$ cat src/design/stm_pkg.sv
// stm_pkg: shared types, constants and helpers for the SAD template matcher.
// No dependencies; compiled first.
package stm_pkg;

   localparam int IMAGE_MAX_ROWS_DEF    = 64;
   localparam int IMAGE_MAX_COLS_DEF    = 64;
   localparam int TEMPLATE_MAX_ROWS_DEF = 16;
   localparam int TEMPLATE_MAX_COLS_DEF = 16;

   localparam int OP_W     = 2;
   localparam int COORD_W  = 6;
   localparam int CHAN_W   = 8;
   localparam int PIX_W    = 3 * CHAN_W;
   localparam int PSAD_W   = 10;            // one pixel: up to 3*255
   localparam int SAD_W    = 18;
   localparam int CSR_IDX_W  = 2;
   localparam int CSR_DATA_W = 7;
   localparam int IMG_SIZE_W = 7;
   localparam int TPL_SIZE_W = 5;

   localparam logic [SAD_W-1:0] SAD_MAX = '1;

   localparam logic [IMG_SIZE_W-1:0] IMG_SIZE_RST = 7'd64;
   localparam logic [TPL_SIZE_W-1:0] TPL_SIZE_RST = 5'd16;

   typedef enum logic [OP_W-1:0] {
      OP_WR_IMAGE    = 2'd0,
      OP_WR_TEMPLATE = 2'd1,
      OP_SEARCH      = 2'd2
   } stm_op_type;

   typedef enum logic [CSR_IDX_W-1:0] {
      CSR_IMAGE_HEIGHT    = 2'd0,
      CSR_IMAGE_WIDTH     = 2'd1,
      CSR_TEMPLATE_HEIGHT = 2'd2,
      CSR_TEMPLATE_WIDTH  = 2'd3
   } stm_csr_type;

   typedef enum logic [1:0] {
      ST_IDLE,
      ST_RUN,
      ST_DRAIN,
      ST_FINISH
   } stm_state_type;

   // per-beat tag that rides along with a pixel pair
   typedef struct packed {
      logic valid;
      logic first;   // first pixel of a placement
      logic last;    // last pixel of a placement
   } stm_tag_type;

   // size register value 0 is taken as 1, anything above the max as the max
   function automatic int clamp_size(int v, int hi);
      int r;
      r = v;
      if (r < 1) r = 1;
      if (r > hi) r = hi;
      return r;
   endfunction

endpackage

$ cat src/design/stm_sad_unit.sv
// stm_sad_unit: shared absolute-difference / accumulate / minimum datapath.
// Takes one image and one template pixel per beat. Depends on stm_pkg.
module stm_sad_unit import stm_pkg::*; #(
   parameter int ROW_W = 6,
   parameter int COL_W = 6,
   parameter int ACC_W = 18
) (
   input  logic              clock,
   input  logic              reset,
   input  logic              clear,
   input  stm_tag_type       in_tag,
   input  logic [ROW_W-1:0]  in_row,
   input  logic [COL_W-1:0]  in_col,
   input  logic [PIX_W-1:0]  img_pix,
   input  logic [PIX_W-1:0]  tpl_pix,
   output logic              busy,
   output logic [SAD_W-1:0]  min_sum,
   output logic [ROW_W-1:0]  min_row,
   output logic [COL_W-1:0]  min_col
);

   stm_tag_type        tag_b_ff;
   logic [PSAD_W-1:0]  psad_ff, psad_in;
   logic [ROW_W-1:0]   row_b_ff, row_c_ff;
   logic [COL_W-1:0]   col_b_ff, col_c_ff;
   logic [ACC_W-1:0]   acc_ff, acc_in;
   logic               done_c_ff;
   logic               have_ff;
   logic [SAD_W-1:0]   min_sum_ff;
   logic [ROW_W-1:0]   min_row_ff;
   logic [COL_W-1:0]   min_col_ff;
   logic [SAD_W-1:0]   sat_sum;
   logic               take;

   function automatic logic [CHAN_W:0] absdiff(logic [CHAN_W-1:0] a, logic [CHAN_W-1:0] b);
      return (a > b) ? {1'b0, a - b} : {1'b0, b - a};
   endfunction

   // stage B: per-pixel SAD
   always_comb begin
      psad_in = PSAD_W'(absdiff(img_pix[23:16], tpl_pix[23:16]))
              + PSAD_W'(absdiff(img_pix[15:8],  tpl_pix[15:8]))
              + PSAD_W'(absdiff(img_pix[7:0],   tpl_pix[7:0]));
   end

   // stage C: accumulate over the placement
   always_comb begin
      acc_in = (tag_b_ff.first ? '0 : acc_ff) + ACC_W'(psad_ff);
   end

   // stage D: saturate and compare against the running best
   always_comb begin
      if (acc_ff > ACC_W'(SAD_MAX)) begin
         sat_sum = SAD_MAX;
      end else begin
         sat_sum = SAD_W'(acc_ff);
      end
      take = done_c_ff && (!have_ff || (sat_sum < min_sum_ff));
   end

   always_ff @(posedge clock) begin
      if (reset) begin
         tag_b_ff  <= '0;
         done_c_ff <= 1'b0;
      end else begin
         tag_b_ff  <= in_tag;
         done_c_ff <= tag_b_ff.valid && tag_b_ff.last;
      end
   end

   always_ff @(posedge clock) begin
      psad_ff  <= psad_in;
      row_b_ff <= in_row;
      col_b_ff <= in_col;
      row_c_ff <= row_b_ff;
      col_c_ff <= col_b_ff;
      if (tag_b_ff.valid) begin
         acc_ff <= acc_in;
      end
   end

   always_ff @(posedge clock) begin
      if (reset || clear) begin
         have_ff    <= 1'b0;
         min_sum_ff <= SAD_MAX;
         min_row_ff <= '0;
         min_col_ff <= '0;
      end else if (take) begin
         have_ff    <= 1'b1;
         min_sum_ff <= sat_sum;
         min_row_ff <= row_c_ff;
         min_col_ff <= col_c_ff;
      end
   end

   assign busy    = tag_b_ff.valid || done_c_ff;
   assign min_sum = min_sum_ff;
   assign min_row = min_row_ff;
   assign min_col = min_col_ff;

endmodule

$ cat config.mk
export PLATFORM = sky130hd
export DESIGN_NAME = stm_sad_unit
export DESIGN_NICKNAME = d
export VERILOG_FILES = /design/src/design/stm_pkg.sv /design/src/design/stm_sad_unit.sv
export SDC_FILE = /design/constraint.sdc
export NUM_CORES = 1
export LEC_CHECK = 0
export BUFFER_PORTS_ARGS = -buffer_cell sky130_fd_sc_hd__buf_2
export CAP_MARGIN = 20
export CELL_PAD_IN_SITES_DETAIL_PLACEMENT = 1
export CELL_PAD_IN_SITES_GLOBAL_PLACEMENT = 1
export CORE_ASPECT_RATIO = 1.2
export CORE_UTILIZATION = 44
export DETAILED_ROUTE_END_ITERATION = 10
export PLACE_DENSITY_LB_ADDON = 0.1
export SLEW_MARGIN = 40
export SYNTH_ARGS = -nofsm -noshare
export SYNTH_HDL_FRONTEND = slang
export SYNTH_SLANG_ARGS = --single-unit
$ cat constraint.sdc
create_clock -name clock -period 6.2 [get_ports clock]
set_input_delay 1.24 -clock clock [delete_from_list [all_inputs] [get_ports clock]]
set_output_delay 1.24 -clock clock [all_outputs]
set_load 0.05 [all_outputs]
==> results.rst, run 1 <==
.. list-table::
   :header-rows: 1

   * - Metric
     - Value
   * - Clock Path Buffers
     - 2
   * - Leak Pwr
     - 3.520 nW
   * - Setup-violating endpoint count in the final report
     - 0
   * - Area of the mapped netlist
     - between 0.006 and 0.007 mm^2
   * - Internal reg-to-reg setup slack
     - 3.06 ns
   * - Transition time at the pin with the least slew margin
     - between 0.6 and 0.7 ns
   * - Tightest slew margin relative to the limit
     - between 50 and 60%
   * - Sequential element share of the synthesized area
     - a little under 30%
   * - CP required
     - about 6.4 ns
   * - Maximum vdd ir drop
     - 135.0 uV
   * - Net load switching power
     - 880.1 uW
   * - Clock-pin slew of the registers on the worst-case setup and hold paths
     - about 0.06 ns
   * - Number of detailed-routing iterations run before antenna repair
     - 4
   * - Post-synthesis cell type count
     - 60
   * - Flop and latch count out of synthesis
     - a little under 90
   * - Flip-flop cell with the highest count after synthesis
     - dfxtp_1
   * - Sw Ratio
     - a little under two fifths
   * - Final Max Slew Viols
     - 0
   * - Setup skew after layout
     - 0.007048 ns
   * - TritonCTS clock tree
     - built
   * - RSZ-0062 raised after global routing
     - false
   * - Share of final-layout standard cells stronger than drive strength 1
     - 17.09%
   * - WL final
     - about 17,000 um
   * - CTS Buf Count
     - 9
   * - Sequential cell area
     - between 0.0015 and 0.002 mm^2
   * - Initial antenna violation count
     - 0
   * - Placed cells
     - 1,015
   * - Origin of the worst setup path
     - img_pix[13]
   * - Mean number of vias per cell
     - about 5.5
   * - Cell at the root of the clock tree
     - clkbuf_16
   * - Async S/R FF share, synth
     - 0%
   * - Skew-Pair Late Insertion Delay
     - ~0.34 ns
   * - Run status
     - complete, no violations
   * - Effective utilization at floorplan
     - 45.44%
   * - Vias in the first global route
     - around 6,000
   * - Global router's overall resource usage
     - a little under a quarter
   * - Worst hold path class
     - reg2reg
   * - Number of filler cells placed in the layout
     - ~1,800
   * - Final core utilization
     - 51.27%
   * - Part of the total power dissipated in sequential elements
     - between 30% and 40%
   * - Overall via count from detail_route
     - between 5,000 and 6,000
   * - Post-DP HPWL
     - ~13,000 um
   * - Area growth from synthesis to layout
     - 12.82%
   * - FP Rows
     - 48
   * - Count of hold-fix buffers inserted at cts
     - 0
   * - Final estimated routing congestion in global placement
     - roughly 0.85
   * - TritonCTS Sinks
     - slightly below 90
   * - Total Neg Setup Slack
     - 0 ns
   * - Number of design-rule violations left by the first detailed-router iteration
     - 140
   * - Launch instance of the worst register-to-register path
     - tag_b_ff[1]
   * - Die ar.
     - 0.01544 mm^2
   * - Synth Warn #
     - 0
   * - Leading cell types in the layout, fill and taps excluded
     - inv_1, buf_2, ha_1, dfxtp_1, nand3_1
   * - Most common cell after layout, fill and taps aside
     - inv_1
   * - Avg WL per Cell
     - roughly 16 um
   * - Endpoint class of the critical path
     - flip-flop
   * - Count of boundary I/O pins
     - between 90 and 100
   * - Worst Min Path Start
     - col_b_ff[0]
   * - Number of nets with antenna violations after detailed routing
     - 0
   * - Global-route wire length before repair
     - around 28,000 um
   * - Power density relative to cell area
     - roughly 310 mW/mm^2
   * - Worst setup SP type
     - input pin
   * - Number of antenna repair diodes
     - 0
   * - Syn Nets
     - 923
   * - Worst Slack Setup Final
     - between 1 and 1.5 ns
   * - Category of the most critical setup path
     - in2reg
   * - Die width
     - 113.6 um
   * - Worst hold margin
     - 0.3279 ns
   * - Power share of the combinational group
     - 45.4%
   * - Core box area
     - roughly 0.014 mm^2
   * - Residual overflow from global routing
     - 0
   * - Final period demand of the worst path
     - around 5.1 ns
   * - Final clock period utilization by the worst path
     - slightly above 80%
   * - Y dimension of the die
     - roughly 140 um
   * - Number of hold violations in the final report
     - 0
   * - Power share of the clock group
     - approximately 22%
   * - Data arrival, critical path
     - roughly 5.3 ns
   * - Mapped Avg Cell Area
     - approximately 8.6 um^2
   * - Post-route DRC
     - 0
   * - Post_cts resized
     - 0
   * - Number of H-tree levels
     - 3
   * - Fmax
     - between 0.15 and 0.2 GHz
   * - Max-cap viol count
     - 0
   * - Internal Pwr Total
     - between 1 and 1.5 mW
   * - Top fanout value on the critical path
     - 10
   * - Nets
     - between 900 and 1,000
   * - Post-synth EDFFs
     - 18
   * - Synth Instances
     - ~760
   * - I/O Buffers
     - between 90 and 100
   * - Multi-input gate area
     - 0.004081 mm^2
   * - Largest net degree at the start of global routing
     - 32
   * - Post-route insts no fill
     - slightly above 1,000
   * - Dpl ws
     - 0.7662 ns
   * - Post-CTS Setup Repair Bufs
     - 0
==> state kept, by name (all words and copies together) (netlist names) <==
name,flops
tag_b_ff,3
row_b_ff,6
min_col,6
done_c_ff,1
acc_ff,18
min_row,6
col_b_ff,6
have_ff,1
row_c_ff,6
col_c_ff,6
psad_ff,10
min_sum,18
==> metrics by stage <==
stage / area (um^2) / total power [mW]
floorplan: 6578 / 1.567
global placement: 7133 / 1.751
detailed placement: 7137 / 1.805
CTS: 7416 / 2.339
global route: 7421 / 2.498
finish: 7421 / 2.320
==> layout make-up <==
type / instances / area share (%)
Clock buffer: 10 / 3.085
Multi-Input combinational cell: 527 / 55.00
Sequential cell: 87 / 25.93
Tap cell: 200 / 3.372
Timing Repair Buffer: 99 / 6.778
Clock inverter: 6 / 0.6744
Inverter: 102 / 5.159
==> per-layer routing <==
layer  up-vias  share of wire [%]  track usage [%]
met1      2773                 41            24.67
li1       2770                  -                -
met3        12                2.6            2.407
met4         0                1.3            6.213
met2       108                 55            45.05
met5         -                  0                0
==> worst paths after layout <==
path	end	cells past startpoint
setup / recovery	psad_ff[8]	17
hold / removal	col_c_ff[0]	0
setup reg to reg	acc_ff[12]	9
hold reg to reg	col_c_ff[0]	0
==> power by group through the flow <==
stage | combinational (mW) | sequential [mW] | clock [mW]
after global routing | 1.19 | 0.762 | 0.547
after CTS | 1.06 | 0.753 | 0.525
after floorplan | 0.826 | 0.741 | 0
final | 1.05 | 0.753 | 0.513
after detailed placement | 1.04 | 0.764 | 0
after global placement | 0.987 | 0.763 | 0
==> cells by family after synthesis <==
| kind of cell | share of synthesized area (%) |
|---|---|
| AO/OA/AOI/OAI | 18.49 |
| flip-flops | 29.22 |
| multiplexers | 4.261 |
| AND/OR/NAND/NOR | 15.92 |
| adder cells (fa/ha/maj) | 19.90 |
| XOR/XNOR | 3.329 |
| buffers and inverters | 8.883 |
==> synth_stat cells, types with 5 or more instances <==
cell type	instances	area share, %
and2_1	6	0.57
o21ai_1	5	0.38
clkbuf_1	37	2.1
a211oi_1	9	1.0
edfxtp_1	18	8.2
o21bai_1	6	0.68
dfxtp_1	69	21
and4_1	6	0.80
nand2_1	29	1.7
inv_1	102	5.8
nor2b_1	21	2.0
a21o_1	9	1.0
buf_2	5	0.38
fa_1	16	4.9
a21boi_1	5	0.57
o21ai_0	45	3.4
o21a_1	7	0.80
nand3_1	64	4.9
nor3_1	6	0.46
mux2_2	5	0.86
ha_1	79	15
a21boi_0	9	1.0
nor3b_1	6	0.68
xor2_1	6	0.80
nand4_1	9	0.86
nor2_1	28	1.6
xnor2_1	19	2.5
mux2i_1	16	2.4
a21oi_1	48	3.7
==> critical path: stages <==
cell	delay [ns]
buf_2	0.09
inv_1	0.04
ha_1	0.36
a211o_1	0.29
a21oi_2	0.29
a21o_1	0.46
mux2i_1	0.27
xor2_1	0.26
fa_1	0.46
inv_1	0.11
ha_1	0.24
a21o_1	0.16
a21oi_1	0.24
nor2b_1	0.10
o21a_1	0.19
o41ai_1	0.35
xor2_1	0.11
Note: power is estimated with default switching activity, not from simulation.
==> inputs of run 2 (changes only) <==
--- a/config.mk
+++ b/config.mk
@@ -5,12 +5,13 @@
 export SDC_FILE = /design/constraint.sdc
 export NUM_CORES = 1
 export LEC_CHECK = 0
+export ABC_AREA = 1
 export BUFFER_PORTS_ARGS = -buffer_cell sky130_fd_sc_hd__buf_2
 export CAP_MARGIN = 20
 export CELL_PAD_IN_SITES_DETAIL_PLACEMENT = 1
 export CELL_PAD_IN_SITES_GLOBAL_PLACEMENT = 1
 export CORE_ASPECT_RATIO = 1.2
-export CORE_UTILIZATION = 44
+export CORE_UTILIZATION = 43
 export DETAILED_ROUTE_END_ITERATION = 10
 export PLACE_DENSITY_LB_ADDON = 0.1
 export SLEW_MARGIN = 40
==> constraint.sdc (replaced) <==
create_clock -name clock -period 5.1 [get_ports clock]
set_input_delay 1.02 -clock clock [delete_from_list [all_inputs] [get_ports clock]]
set_output_delay 1.02 -clock clock [all_outputs]
set_load 0.05 [all_outputs]
==> run 2 against run 1 <==
Net effect:
- non-clock buffer count fell by 1
- clock skew down 0.0011 ns
- via count decreased by 1.4%
- cell count up 10%
- sequential share of layout area grew 0.23 points
- synthesized area is 1.3% lower
- register-to-register slack got worse by 0.62 ns
- critical path depth grew 3
- flip-flop and latch count did not move
- global-route usage grew 0.11 points
- sequential power rose by 21%
==> results.rst, run 2 <==
.. list-table::
   :header-rows: 1

   * - Metric
     - Value
   * - Worst hold margin
     - 0.3322 ns (was 0.3279 ns)
   * - Number of antenna repair diodes
     - 0 (unchanged)
   * - Post-CTS Setup Repair Bufs
     - 0 (unchanged)
   * - Count of boundary I/O pins
     - 97 (unchanged)
   * - Async S/R FF share, synth
     - 0% (unchanged)
   * - Share of final-layout standard cells stronger than drive strength 1
     - 13.77% (was 17.09%)
   * - I/O Buffers
     - 96 (unchanged)
   * - Run status
     - complete, no violations (unchanged)
   * - FP Rows
     - 48 (unchanged)
   * - Final estimated routing congestion in global placement
     - 0.8375 (was 0.8483)
   * - Die width
     - 114.2 um (was 113.6 um)
   * - Fmax
     - between 0.2 and 0.25 GHz
   * - CP required
     - 5.33 ns (was 6.41 ns)
   * - Final Max Slew Viols
     - 0 (unchanged)
   * - Number of design-rule violations left by the first detailed-router iteration
     - 258 (was 140)
   * - Mapped Avg Cell Area
     - 7.529 um^2 (was 8.632 um^2)
   * - Skew-Pair Late Insertion Delay
     - 0.34 ns (about the same)
   * - Leak Pwr
     - 4.076 nW (was 3.520 nW)
   * - Vias in the first global route
     - 6,094 (was 6,043)
   * - Largest net degree at the start of global routing
     - 46 (was 32)
   * - Effective utilization at floorplan
     - 44.65% (was 45.44%)
   * - Post-DP HPWL
     - 13,410 um (was 13,150 um)
   * - Synth Warn #
     - 0 (unchanged)
   * - Cell at the root of the clock tree
     - clkbuf_16 (unchanged)
   * - Clock-pin slew of the registers on the worst-case setup and hold paths
     - 0.07 ns (was 0.06 ns)
   * - Tightest slew margin relative to the limit
     - 65.44% (was 53.89%)
   * - Sequential element share of the synthesized area
     - 29.61% (was 29.22%)
   * - Leading cell types in the layout, fill and taps excluded
     - nand2_1, inv_1, buf_2, ha_1, dfxtp_1 (was inv_1, buf_2, ha_1, dfxtp_1, nand3_1)
   * - Maximum vdd ir drop
     - 202.0 uV (was 135.0 uV)
   * - Post-synth EDFFs
     - 18 (unchanged)
   * - Final clock period utilization by the worst path
     - approximately 81%
   * - Die ar.
     - 0.01559 mm^2 (was 0.01544 mm^2)
   * - Area growth from synthesis to layout
     - 13.26% (was 12.82%)
   * - Worst Slack Setup Final
     - 0.9451 ns (was 1.119 ns)
   * - Final period demand of the worst path
     - 4.155 ns
   * - Post-synthesis cell type count
     - 39 (was 60)
   * - Flip-flop cell with the highest count after synthesis
     - dfxtp_1 (unchanged)
   * - Syn Nets
     - 1,023 (was 923)
   * - Cell breakdown of the critical path
     - buf_2 -> inv_1 -> ha_1 -> nand2_1 -> o21ai_1 -> nand2_1 -> o311ai_1 -> nand2_2 -> nand2_1 -> o21ai_0 -> fa_1 -> inv_1 -> ha_1 -> fa_1 -> nand3_1 -> nand2_1 -> a21oi_1 -> o21bai_1 -> a21oi_1 -> nor2_1 (was buf_2 -> inv_1 -> ha_1 -> a211o_1 -> a21oi_2 -> a21o_1 -> mux2i_1 -> xor2_1 -> fa_1 -> inv_1 -> ha_1 -> a21o_1 -> a21oi_1 -> nor2b_1 -> o21a_1 -> o41ai_1 -> xor2_1)
   * - Nets
     - 1,093 (was 987)
   * - Worst setup SP type
     - input pin (unchanged)
   * - Hold Path Depth
     - 0 (unchanged)
   * - TritonCTS Sinks
     - 87 (unchanged)
   * - Power density relative to cell area
     - 386.1 mW/mm^2 (was 312.6 mW/mm^2)
   * - Most instantiated cells after synthesis
     - nand2_1, inv_1, ha_1, dfxtp_1, a21oi_1 (was inv_1, ha_1, dfxtp_1, nand3_1, a21oi_1)
   * - Number of hold violations in the final report
     - 0 (unchanged)
   * - Critical-path cell with the highest stage delay
     - fa_1 (was a21o_1)
   * - Global-route wire length before repair
     - 28,220 um (was 28,160 um)
   * - Area of the mapped netlist
     - 0.006490 mm^2 (was 0.006578 mm^2)
   * - Biggest cell delay along the critical path
     - 0.53 ns (was 0.46 ns)
   * - Cell type with the highest aggregate area in the netlist
     - dfxtp_1 (unchanged)
   * - Count of hold-fix buffers inserted at cts
     - 0 (unchanged)
   * - Total Neg Setup Slack
     - 0 ns (unchanged)
   * - WL final
     - 16,400 um (was 16,760 um)
   * - Initial antenna violation count
     - 0 (unchanged)
   * - Setup-violating endpoint count in the final report
     - 0 (unchanged)
   * - Top fanout value on the critical path
     - 10 (unchanged)
   * - Post-synth top area share
     - 21.28% (was 21.00%)
   * - Global router's overall resource usage
     - 22.64% (was 22.53%)
   * - Synth Instances
     - 862 (was 762)
   * - Number of H-tree levels
     - 3 (unchanged)
   * - Clock Path Buffers
     - 2 (unchanged)
   * - R2R cell count
     - 12 (was 9)
   * - Number of detailed-routing iterations run before antenna repair
     - 4 (unchanged)
   * - RSZ-0062 raised after global routing
     - false (unchanged)
   * - Mean number of vias per cell
     - 4.913 (was 5.493)
   * - Max-cap viol count
     - 0 (unchanged)
   * - Endpoint class of the critical path
     - flip-flop (unchanged)
   * - Cell with the most instances after synthesis
     - nand2_1 (was inv_1)
   * - Post-route DRC
     - 0 (unchanged)
   * - TritonCTS clock tree
     - built (unchanged)
   * - Top cell by count, worst path
     - nand2_1
   * - Flop and latch count out of synthesis
     - 87 (unchanged)
   * - Number of nets with antenna violations after detailed routing
     - 0 (unchanged)
   * - Dpl ws
     - 0.5701 ns (was 0.7662 ns)
   * - Data arrival, critical path
     - 4.39 ns (was 5.29 ns)
   * - Y dimension of the die
     - 136.6 um (was 135.9 um)
   * - Final Power
     - 2.838 mW (was 2.320 mW)
   * - Post_cts resized
     - 0 (unchanged)
   * - Avg WL per Cell
     - 14.42 um (was 16.25 um)
   * - Most common cell after layout, fill and taps aside
     - nand2_1 (was inv_1)
   * - Setup skew after layout
     - 0.005935 ns (was 0.007048 ns)
   * - Residual overflow from global routing
     - 0 (unchanged)
   * - Worst hold path class
     - reg2reg (unchanged)
   * - Core box area
     - 0.01453 mm^2 (was 0.01447 mm^2)
   * - Overall via count from detail_route
     - 5,586 (was 5,663)
   * - Transition time at the pin with the least slew margin
     - 0.5177 ns (was 0.6870 ns)
   * - CTS Buf Count
     - 9 (unchanged)
   * - Category of the most critical setup path
     - in2reg (unchanged)
   * - Synth area leaders
     - dfxtp_1, ha_1, nand2_1 (was dfxtp_1, ha_1, edfxtp_1)
## run 2: layout make-up
cell class	instances	area, um^2
sequential	87	1923
fill	1875	7183
multi-input combinational	574	3774
tap	200	250.2
timing repair buffer	98	495.5
inverter	162	608.1
clock inverter	5	46.29
clock buffer	11	254.0
## run 2: report_power, final
| group | switching, mW | leakage (nW) | internal, mW |
|---|---|---|---|
| combinational | 0.783 | 3.19 | 0.492 |
| sequential | 0.0593 | 0.741 | 0.850 |
| clock | 0.286 | 0.141 | 0.369 |
## run 2: metrics by stage
stage | util (%) | std cells | area (um^2)
after CTS | 50.58 | 1137 | 7351
final | 50.58 | 1137 | 7351
after global routing | 50.58 | 1137 | 7351
after floorplan | - | 862 | 6490
after detailed placement | 48.51 | 1121 | 7051
after global placement | 48.50 | 1121 | 7049
## run 2: path summary, 6_finish.rpt
check / startpoint / end / slack (ns)
worst max-delay path: img_pix[11] / psad_ff[9] / 0.95
worst min-delay path: row_b_ff[0] / row_c_ff[0] / 0.33
worst max register to register: tag_b_ff[1] / acc_ff[10] / 2.44
worst min register to register: row_b_ff[0] / row_c_ff[0] / 0.33
## run 2: cells by family (layout without fill, tap and decap cells)
kind of cell / count (synthesis) / in the layout / synth area share [%]
DFF: 87 / 87 / 29.61
and+or+nand+nor: 303 / 303 / 19.84
AOI/OAI and AO/OA: 119 / 119 / 10.37
xor gates and xnor gates: 55 / 55 / 7.422
adders and majority gates: 95 / 95 / 20.17
muxes: 2 / 2 / 0.3085
buffers and inverters: 201 / 276 / 12.28
## run 2: critical path: cells and delay by family
family          cells  cell delay (ns)
fa+ha+maj           4             1.60
compound gates      6             0.87
simple gates        7             0.73
buf+inv             3             0.18
## run 2: routing by layer
| metal | track usage, % | share of wire, % | wire [um] |
|---|---|---|---|
| met4 | 6.421 | 1.6 | 264 |
| met5 | 0 | 0 | 0 |
| met1 | 24.46 | 41 | 6706 |
| met3 | 2.480 | 1.9 | 313 |
| met2 | 45.59 | 56 | 9115 |
